### config.mk
export PLATFORM = sky130hd
export DESIGN_NAME = task_dependency_tracker_core
export DESIGN_NICKNAME = d
export VERILOG_FILES = /design/src/rtl/tdt_pkg.sv /design/src/rtl/tdt_ctrl.sv /design/src/rtl/tdt_dpath.sv /design/src/rtl/task_dependency_tracker_core.sv
export VERILOG_INCLUDE_DIRS = /design/src /design/src/rtl
export SDC_FILE = /design/constraint.sdc
export NUM_CORES = 1
export LEC_CHECK = 0
export BUFFER_PORTS_ARGS = -buffer_cell sky130_fd_sc_hd__buf_2
export CAP_MARGIN = 5
export CORE_MARGIN = 8
export CORE_UTILIZATION = 35
export DETAILED_ROUTE_END_ITERATION = 8
export PLACE_DENSITY = 0.52
export SLEW_MARGIN = 20
export SYNTH_ARGS = -nofsm -noshare
export SYNTH_HDL_FRONTEND = slang
export SYNTH_SLANG_ARGS = --single-unit
### constraint.sdc
create_clock -name clk_i -period 5.4 [get_ports clk_i]
set_clock_uncertainty 0.2 [all_clocks]
set_input_delay 1.08 -clock clk_i [delete_from_list [all_inputs] [get_ports clk_i]]
set_output_delay 1.08 -clock clk_i [all_outputs]
set_load 0.05 [all_outputs]
### src/rtl/assert_macros.svh
// Assertion helper macros for the task dependency tracker RTL.
// No dependencies; included by tdt_dpath, the module that carries assertions.
`ifndef ASSERT_MACROS_SVH
`define ASSERT_MACROS_SVH

// Property checked at every clock edge outside of reset.
`define ASSERT_CLK(label, clk, rst_n, prop, msg) \
  label: assert property (@(posedge clk) disable iff (!rst_n) (prop)) else $error(msg);

// Antecedent at one edge implies the consequent at the next edge.
`define ASSERT_NEXT(label, clk, rst_n, ante, cons, msg) \
  label: assert property (@(posedge clk) disable iff (!rst_n) (ante) |=> (cons)) else $error(msg);

`endif

### src/rtl/tdt_pkg.sv
// Package for the task dependency tracker: field widths, codes and transaction types.
// No dependencies; used by every module of the block.
`timescale 1ns / 1ps

package tdt_pkg;

  // Default number of tracked tasks
  localparam int unsigned MAX_TASKS_DEF = 16;

  // Field widths
  localparam int unsigned KIND_W   = 3;
  localparam int unsigned TASK_W   = 4;
  localparam int unsigned TSTATE_W = 2;
  localparam int unsigned STATUS_W = 3;
  localparam int unsigned MASK_W   = 16;
  localparam int unsigned CNT_W    = 5;

  // APB register file
  localparam int unsigned APB_ADDR_W = 3;
  localparam int unsigned APB_DATA_W = 32;
  localparam logic REG_TASK_COUNT = 1'b0;

  // Item kinds
  localparam logic [KIND_W-1:0] KIND_ADD_EDGE    = 3'd0;
  localparam logic [KIND_W-1:0] KIND_SET_STATE   = 3'd1;
  localparam logic [KIND_W-1:0] KIND_RESET_STATE = 3'd2;
  localparam logic [KIND_W-1:0] KIND_READY_QUERY = 3'd3;
  localparam logic [KIND_W-1:0] KIND_INDEP_QUERY = 3'd4;

  // Result status codes
  localparam logic [STATUS_W-1:0] STATUS_OK      = 3'd0;
  localparam logic [STATUS_W-1:0] STATUS_EXISTS  = 3'd1;
  localparam logic [STATUS_W-1:0] STATUS_INVALID = 3'd2;
  localparam logic [STATUS_W-1:0] STATUS_SELF    = 3'd3;
  localparam logic [STATUS_W-1:0] STATUS_CYCLE   = 3'd4;

  // Task states
  localparam logic [TSTATE_W-1:0] TASK_PENDING   = 2'd0;
  localparam logic [TSTATE_W-1:0] TASK_COMPLETED = 2'd2;

  typedef struct packed {
    logic [KIND_W-1:0]   kind;
    logic [TASK_W-1:0]   task_a;
    logic [TASK_W-1:0]   task_b;
    logic [TSTATE_W-1:0] new_state;
  } in_item_t;

  typedef struct packed {
    logic [STATUS_W-1:0] status;
    logic [MASK_W-1:0]   ready_mask;
    logic                independent;
  } out_item_t;

  // Controller to datapath commands
  typedef struct packed {
    logic load;    // capture the incoming transaction, seed reach sets
    logic step;    // one closure pass over the matrix
    logic commit;  // write result and apply the state update
  } ctrl_cmd_t;

  // Datapath to controller status
  typedef struct packed {
    logic need_close;  // item needs a reachability closure
    logic grew;        // the current pass would add a task
    logic out_free;    // output register can take a result
  } ctrl_sts_t;

endpackage

### src/rtl/tdt_ctrl.sv
// Sequencer of the task dependency tracker: accept, check, closure passes, commit.
// Depends on tdt_pkg for the command and status structs.
`timescale 1ns / 1ps

module tdt_ctrl #(
  parameter int unsigned MAX_TASKS = tdt_pkg::MAX_TASKS_DEF
) (
  input  logic                 clk_i,
  input  logic                 rst_ni,
  input  logic                 in_valid_i,
  output logic                 in_stall_o,
  input  tdt_pkg::ctrl_sts_t   sts_i,
  output tdt_pkg::ctrl_cmd_t   cmd_o
);

  localparam int unsigned PASS_W = $clog2(MAX_TASKS);
  localparam logic [PASS_W-1:0] PASS_LAST = PASS_W'(MAX_TASKS - 1);

  localparam logic [1:0] S_IDLE  = 2'd0;
  localparam logic [1:0] S_CHECK = 2'd1;
  localparam logic [1:0] S_CLOSE = 2'd2;
  localparam logic [1:0] S_DONE  = 2'd3;

  logic [1:0]        state_q, state_d;
  logic [PASS_W-1:0] pass_q, pass_d;

  // Only one transaction in flight; the output register is separate
  assign in_stall_o = (state_q != S_IDLE);

  // Next state and commands
  always_comb begin
    state_d     = state_q;
    pass_d      = pass_q;
    cmd_o       = '0;
    cmd_o.load  = in_valid_i && !in_stall_o;
    case (state_q)
      S_IDLE: begin
        if (cmd_o.load) begin
          state_d = S_CHECK;
        end
      end
      S_CHECK: begin
        pass_d  = '0;
        state_d = sts_i.need_close ? S_CLOSE : S_DONE;
      end
      S_CLOSE: begin
        cmd_o.step = 1'b1;
        pass_d     = pass_q + 1'b1;
        if (!sts_i.grew || pass_q == PASS_LAST) begin
          state_d = S_DONE;
        end
      end
      S_DONE: begin
        if (sts_i.out_free) begin
          cmd_o.commit = 1'b1;
          state_d      = S_IDLE;
        end
      end
      default: begin
        state_d = S_IDLE;
      end
    endcase
  end

  always_ff @(posedge clk_i or negedge rst_ni) begin
    if (!rst_ni) begin
      state_q <= S_IDLE;
      pass_q  <= '0;
    end else begin
      state_q <= state_d;
      pass_q  <= pass_d;
    end
  end

endmodule

### src/rtl/tdt_dpath.sv
// Datapath of the task dependency tracker: dependency matrix, task states,
// reach sets for the closure, result logic and output register.
// Depends on tdt_pkg and assert_macros.svh.
`timescale 1ns / 1ps

`include "assert_macros.svh"

module tdt_dpath #(
  parameter int unsigned MAX_TASKS = tdt_pkg::MAX_TASKS_DEF
) (
  input  logic                               clk_i,
  input  logic                               rst_ni,
  input  tdt_pkg::in_item_t                  in_item_i,
  input  logic [tdt_pkg::CNT_W-1:0]          task_count_i,
  input  tdt_pkg::ctrl_cmd_t                 cmd_i,
  output tdt_pkg::ctrl_sts_t                 sts_o,
  output logic                               out_valid_o,
  input  logic                               out_stall_i,
  output tdt_pkg::out_item_t                 out_item_o
);

  localparam int unsigned IDX_W = $clog2(MAX_TASKS);

  tdt_pkg::in_item_t  item_q;
  tdt_pkg::out_item_t out_item_q, result;
  logic               out_valid_q;

  logic [MAX_TASKS-1:0] rows_q [MAX_TASKS];
  logic [tdt_pkg::TSTATE_W-1:0] states_q [MAX_TASKS];
  logic [MAX_TASKS-1:0] reach_a_q, reach_b_q;
  logic [MAX_TASKS-1:0] init_a, init_b, nxt_a, nxt_b;
  logic [MAX_TASKS-1:0] completed, diag;
  logic [tdt_pkg::MASK_W-1:0] ready_mask;

  logic [IDX_W-1:0] a_idx, b_idx;
  logic a_ok, b_ok, same, edge_present;
  logic add_ok, set_ok, clr_states;

  // Ids of the held transaction
  assign a_idx = IDX_W'(item_q.task_a);
  assign b_idx = IDX_W'(item_q.task_b);
  assign a_ok  = (int'(item_q.task_a) < int'(task_count_i)) &&
                 (int'(item_q.task_a) < MAX_TASKS);
  assign b_ok  = (int'(item_q.task_b) < int'(task_count_i)) &&
                 (int'(item_q.task_b) < MAX_TASKS);
  assign same  = (item_q.task_a == item_q.task_b);
  assign edge_present = rows_q[b_idx][a_idx];

  // Seeds and one closure pass: a task joins when it depends on a reached task
  always_comb begin
    for (int i = 0; i < MAX_TASKS; i++) begin
      init_a[i] = (int'(in_item_i.task_a) == i);
      init_b[i] = (int'(in_item_i.task_b) == i);
      nxt_a[i]  = reach_a_q[i] | (|(rows_q[i] & reach_a_q));
      nxt_b[i]  = reach_b_q[i] | (|(rows_q[i] & reach_b_q));
      completed[i] = (states_q[i] == tdt_pkg::TASK_COMPLETED);
      diag[i]      = rows_q[i][i];
    end
  end

  // Ready mask: pending, below the count, every dependency completed
  for (genvar g = 0; g < tdt_pkg::MASK_W; g++) begin : g_ready
    if (g < MAX_TASKS) begin : g_live
      assign ready_mask[g] = (int'(task_count_i) > g) &&
                             (states_q[g] == tdt_pkg::TASK_PENDING) &&
                             ((rows_q[g] & ~completed) == '0);
    end else begin : g_none
      assign ready_mask[g] = 1'b0;
    end
  end

  // Status to the controller
  always_comb begin
    sts_o            = '0;
    sts_o.need_close = a_ok && b_ok &&
                       ((item_q.kind == tdt_pkg::KIND_INDEP_QUERY) ||
                        ((item_q.kind == tdt_pkg::KIND_ADD_EDGE) && !same && !edge_present));
    sts_o.grew       = (nxt_a != reach_a_q) || (nxt_b != reach_b_q);
    sts_o.out_free   = !out_valid_q || !out_stall_i;
  end

  // Result of the held transaction
  always_comb begin
    result     = '0;
    add_ok     = 1'b0;
    set_ok     = 1'b0;
    clr_states = 1'b0;
    case (item_q.kind)
      tdt_pkg::KIND_ADD_EDGE: begin
        if (!a_ok || !b_ok) begin
          result.status = tdt_pkg::STATUS_INVALID;
        end else if (same) begin
          result.status = tdt_pkg::STATUS_SELF;
        end else if (edge_present) begin
          result.status = tdt_pkg::STATUS_EXISTS;
        end else if (reach_b_q[a_idx]) begin
          result.status = tdt_pkg::STATUS_CYCLE;
        end else begin
          add_ok = 1'b1;
        end
      end
      tdt_pkg::KIND_SET_STATE: begin
        if (a_ok) begin
          set_ok = 1'b1;
        end else begin
          result.status = tdt_pkg::STATUS_INVALID;
        end
      end
      tdt_pkg::KIND_RESET_STATE: begin
        clr_states = 1'b1;
      end
      tdt_pkg::KIND_READY_QUERY: begin
        result.ready_mask = ready_mask;
      end
      tdt_pkg::KIND_INDEP_QUERY: begin
        if (!a_ok || !b_ok) begin
          result.status = tdt_pkg::STATUS_INVALID;
        end else begin
          result.independent = !reach_a_q[b_idx] && !reach_b_q[a_idx];
        end
      end
      default: begin
        result = '0;
      end
    endcase
  end

  // Held transaction and reach sets
  always_ff @(posedge clk_i) begin
    if (cmd_i.load) begin
      item_q    <= in_item_i;
      reach_a_q <= init_a;
      reach_b_q <= init_b;
    end else if (cmd_i.step) begin
      reach_a_q <= nxt_a;
      reach_b_q <= nxt_b;
    end
  end

  // Dependency matrix and task states
  always_ff @(posedge clk_i or negedge rst_ni) begin
    if (!rst_ni) begin
      for (int i = 0; i < MAX_TASKS; i++) begin
        rows_q[i]   <= '0;
        states_q[i] <= tdt_pkg::TASK_PENDING;
      end
    end else if (cmd_i.commit) begin
      if (add_ok) begin
        rows_q[b_idx][a_idx] <= 1'b1;
      end
      if (set_ok) begin
        states_q[a_idx] <= item_q.new_state;
      end
      if (clr_states) begin
        for (int i = 0; i < MAX_TASKS; i++) begin
          states_q[i] <= tdt_pkg::TASK_PENDING;
        end
      end
    end
  end

  // Output register
  always_ff @(posedge clk_i or negedge rst_ni) begin
    if (!rst_ni) begin
      out_valid_q <= 1'b0;
    end else if (cmd_i.commit) begin
      out_valid_q <= 1'b1;
    end else if (!out_stall_i) begin
      out_valid_q <= 1'b0;
    end
  end

  always_ff @(posedge clk_i) begin
    if (cmd_i.commit) begin
      out_item_q <= result;
    end
  end

  assign out_valid_o = out_valid_q;
  assign out_item_o  = out_item_q;

  // Checks
  `ASSERT_CLK(a_no_self_dep, clk_i, rst_ni, diag == '0, "task depends on itself")
  `ASSERT_NEXT(a_reach_grows, clk_i, rst_ni, cmd_i.step, ((reach_a_q & $past(reach_a_q)) == $past(reach_a_q)) && ((reach_b_q & $past(reach_b_q)) == $past(reach_b_q)), "reach set lost a task")
  `ASSERT_NEXT(a_edge_stored, clk_i, rst_ni, cmd_i.commit && add_ok, edge_present, "accepted edge not stored")
  `ASSERT_CLK(a_result_from_commit, clk_i, rst_ni, $rose(out_valid_q) |-> $past(cmd_i.commit), "result without commit")

endmodule

### src/rtl/task_dependency_tracker_core.sv
// Task dependency tracker, top level: APB register, sequencer and datapath.
// One transaction at a time, each going through capture, check, up to MAX_TASKS
// closure passes and commit. The closure does one pass over the whole dependency
// matrix per cycle and stops as soon as a pass adds no task; only add-edge and the
// independence query run it. The next transaction is taken while a result still waits in
// the output register. No clearing pass after reset. Depends on tdt_pkg, tdt_ctrl, tdt_dpath.
`timescale 1ns / 1ps

module task_dependency_tracker_core #(
  parameter int unsigned MAX_TASKS = tdt_pkg::MAX_TASKS_DEF
) (
  input  logic                               clk_i,
  input  logic                               rst_ni,
  // Input transactions
  input  logic                               in_valid_i,
  output logic                               in_stall_o,
  input  tdt_pkg::in_item_t                  in_item_i,
  // Result transactions
  output logic                               out_valid_o,
  input  logic                               out_stall_i,
  output tdt_pkg::out_item_t                 out_item_o,
  // APB configuration port
  input  logic                               psel,
  input  logic                               penable,
  input  logic                               pwrite,
  input  logic [tdt_pkg::APB_ADDR_W-1:0]     paddr,
  input  logic [tdt_pkg::APB_DATA_W-1:0]     pwdata,
  output logic [tdt_pkg::APB_DATA_W-1:0]     prdata,
  output logic                               pready
);

  tdt_pkg::ctrl_cmd_t cmd;
  tdt_pkg::ctrl_sts_t sts;

  logic [tdt_pkg::CNT_W-1:0] task_count_q;
  logic                      reg_sel, cfg_we;

  // Task count register
  assign pready  = 1'b1;
  assign reg_sel = (paddr[2] == tdt_pkg::REG_TASK_COUNT);
  assign cfg_we  = psel && penable && pwrite && reg_sel;
  assign prdata  = reg_sel ? tdt_pkg::APB_DATA_W'(task_count_q) : '0;

  always_ff @(posedge clk_i or negedge rst_ni) begin
    if (!rst_ni) begin
      task_count_q <= '0;
    end else if (cfg_we) begin
      task_count_q <= pwdata[tdt_pkg::CNT_W-1:0];
    end
  end

  tdt_ctrl #(
    .MAX_TASKS (MAX_TASKS)
  ) u_ctrl (
    .clk_i      (clk_i),
    .rst_ni     (rst_ni),
    .in_valid_i (in_valid_i),
    .in_stall_o (in_stall_o),
    .sts_i      (sts),
    .cmd_o      (cmd)
  );

  tdt_dpath #(
    .MAX_TASKS (MAX_TASKS)
  ) u_dpath (
    .clk_i        (clk_i),
    .rst_ni       (rst_ni),
    .in_item_i    (in_item_i),
    .task_count_i (task_count_q),
    .cmd_i        (cmd),
    .sts_o        (sts),
    .out_valid_o  (out_valid_o),
    .out_stall_i  (out_stall_i),
    .out_item_o   (out_item_o)
  );

endmodule

==> run metrics <==
drt wl/cell 41.3 um; Die Span Y 259 um; failing checks DRC; Largest delay share family, worst path simple AND/OR/NAND/NOR gates; die area 67,200 sq um; maximum VDD drop 0.382 mV; sum of negative setup slack 0 ns; fin crit period 4.49 ns; Yosys top cell by area dfrtp_1; Synth top area share 0.362; final hold slack 0.177 ns; design area 23,500 sq um; Placement Setup Slack 0.717 ns; Critical-path top delay cell nand4_1; CP Max Fanout 15; Rel. slew slack 0.187; vias 20,100; Congestion Overflow GR 0; endpoints failing hold 0; Slew Limit Fails 0; CTS max path bufs 3; nets@finish 1,994; slowest stage delay, CP 0.74 ns; total track usage 0.328; 1st-pass router iterations 9; ys async rst share 0.822; cells along the critical path buf_8 > buf_4 > nor2_1 > a22oi_1 > and3_1 > nor4_1 > nand3_1 > a221oi_2 > nand4_1 > o21bai_1; mapped cell area 20,700 sq um; vias in the first global route 19,300; worst path arrival time 4.78 ns; Req. time, crit path 5.69 ns; Synth Instances 1,906; CTS Root Buffer Type clkbuf_16; dpl hpwl 78,900 um; TritonCTS clock tree done; Worst setup EP type flop; Max-Cap Viols 0; fin crit share 0.831; layout cell share with drive strength beyond 1 0.166; io pins 110; number of post-CTS setup repair buffers 0; H-tree levels 2; antenna viol nets, final 0; Worst-Skew Late Latency 0.61 ns; initial antenna violation count 3; final setup fails 0; largest cells by area after synthesis dfrtp_1, edfxtp_1, o21bai_1, a22o_1, a221oi_1; dpl cell area 22,000 sq um; Core Box Area 58,800 sq um; Area growth syn-to-layout 13.6%; total leakage power 9.44 nW; Placer Congestion 1.04; Min-Delay Path Class input pin to async pin; clock slew at reported path FFs 0.06 ns; CP Class flop to flop; Initial Util 0.352; cts bufs inserted 43; Seq/Total Area, Yosys 0.457; Netlist cell types 61; first-pass GRT wire length 157,000 um; post-cts resize count 0; dominant synthesized flop cell dfrtp_1; Final Worst Setup Slack 0.913 ns; largest net degree at the start of global routing 129; status finished with violations; Routed WL 113,000 um; number of enable flip-flop cells after synthesis 65; number of port buffers 52; Die Wd 259 um; unrepaired setup endpoints after global routing false; #FFs+latches synth 365; top-count cell post-synth dfrtp_1; vias per cell 7.34; DR DRC count 1; total number of yosys warnings 0; CP Launch Type flop; Starting DRT DRC Count 3,691; clk sinks 365; synthesized area per cell 10.9 sq um; Pwr Density 469 nW/um^2; CP Buf/Inv Count 2; top post-synthesis cells by count dfrtp_1, o21bai_1, a22o_1; Fmax 223 MHz; Slew @ Worst Pin 1.22 ns; row cnt 89; CTS Hold Bufs 0
path summary, 6_finish.rpt:
check,slack (ns),cells past startpoint,from,endpoint
setup / recovery,0.91,10,u_dpath.b_idx[0],u_dpath.rows_q[200]
max in group asynchronous,3.59,2,rst_ni,u_dpath.rows_q[246]
setup reg to reg,0.91,10,u_dpath.b_idx[0],u_dpath.rows_q[200]
hold reg to reg,0.26,0,u_dpath.diag[4],u_dpath.diag[4]
hold / removal,0.18,1,rst_ni,u_ctrl.pass_q[0]
min in group clk_i,0.26,0,u_dpath.diag[4],u_dpath.diag[4]
power by group:
| part | internal, mW | switching (mW) | leakage [nW] |
|---|---|---|---|
| sequential | 3.24 | 0.846 | 4.69 |
| combinational | 0.914 | 2.95 | 4.03 |
| clock | 1.81 | 1.27 | 0.723 |
| total | 5.97 | 5.07 | 9.44 |
cell usage in the layout (no fill, tap or decap), types with 28 or more instances in the layout:
cell type,n
dfrtp_1,300
o21bai_1,240
a22o_1,161
a221oi_1,155
buf_4,111
a22oi_1,75
nand2_1,74
edfxtp_1,65
inv_1,58
mux4_2,54
o22ai_1,51
buf_2,51
nand4_1,50
clkbuf_16,45
mux2i_1,44
o21ai_0,42
nand3_1,39
nor2_1,34
a21oi_1,32
conb_1,28
flip-flops by register name, summed over array words and instances, names as in the netlist:
signal	flops
u_ctrl.pass_q	4
u_dpath.a_idx	4
task_count_q	5
u_dpath.item_q	5
u_dpath.b_idx	4
u_dpath.rows_q	240
u_dpath.states_q	32
u_dpath.out_valid_o	1
u_dpath.reach_b_q	16
u_dpath.reach_a_q	16
u_ctrl.state_q	2
u_dpath.diag	16
u_dpath.out_item_o	20
layer usage:
layer  GRT usage  wire (um)
met4       0.187       8700
met2       0.468      46300
met5      0.0117         83
met3       0.125      14900
met1       0.422      43200
per-stage QoR:
stage	std cells	utilization	total power, mW
floorplan	1932	-	5.43
global placement	2654	0.374	7.62
detailed placement	2654	0.374	7.65
CTS	2734	0.400	10.7
global route	2736	0.400	11.1
finish	2737	0.400	11.0
cells by family after synthesis:
| logic type | after synthesis | share of synthesized area |
|---|---|---|
| other | 2 | 0.000363 |
| xor gates and xnor gates | 4 | 0.00169 |
| buffers and inverters | 278 | 0.0571 |
| AOI/OAI and AO/OA | 818 | 0.307 |
| muxes | 108 | 0.0854 |
| DFF | 365 | 0.457 |
| and+or+nand+nor | 319 | 0.0849 |
| adders and majority gates | 12 | 0.00725 |
cell type report:
type                    count  area (sq um)
fillers                  5695         35300
well taps                 773           967
multi-input cells        1289         10200
clock inverters            17           189
clock buffers              63          1290
diodes                      2          5.00
repair buffers            168          1200
inverters                  60           225
flip-flops and latches    365          9460
(Power assumes the default switching activity.)
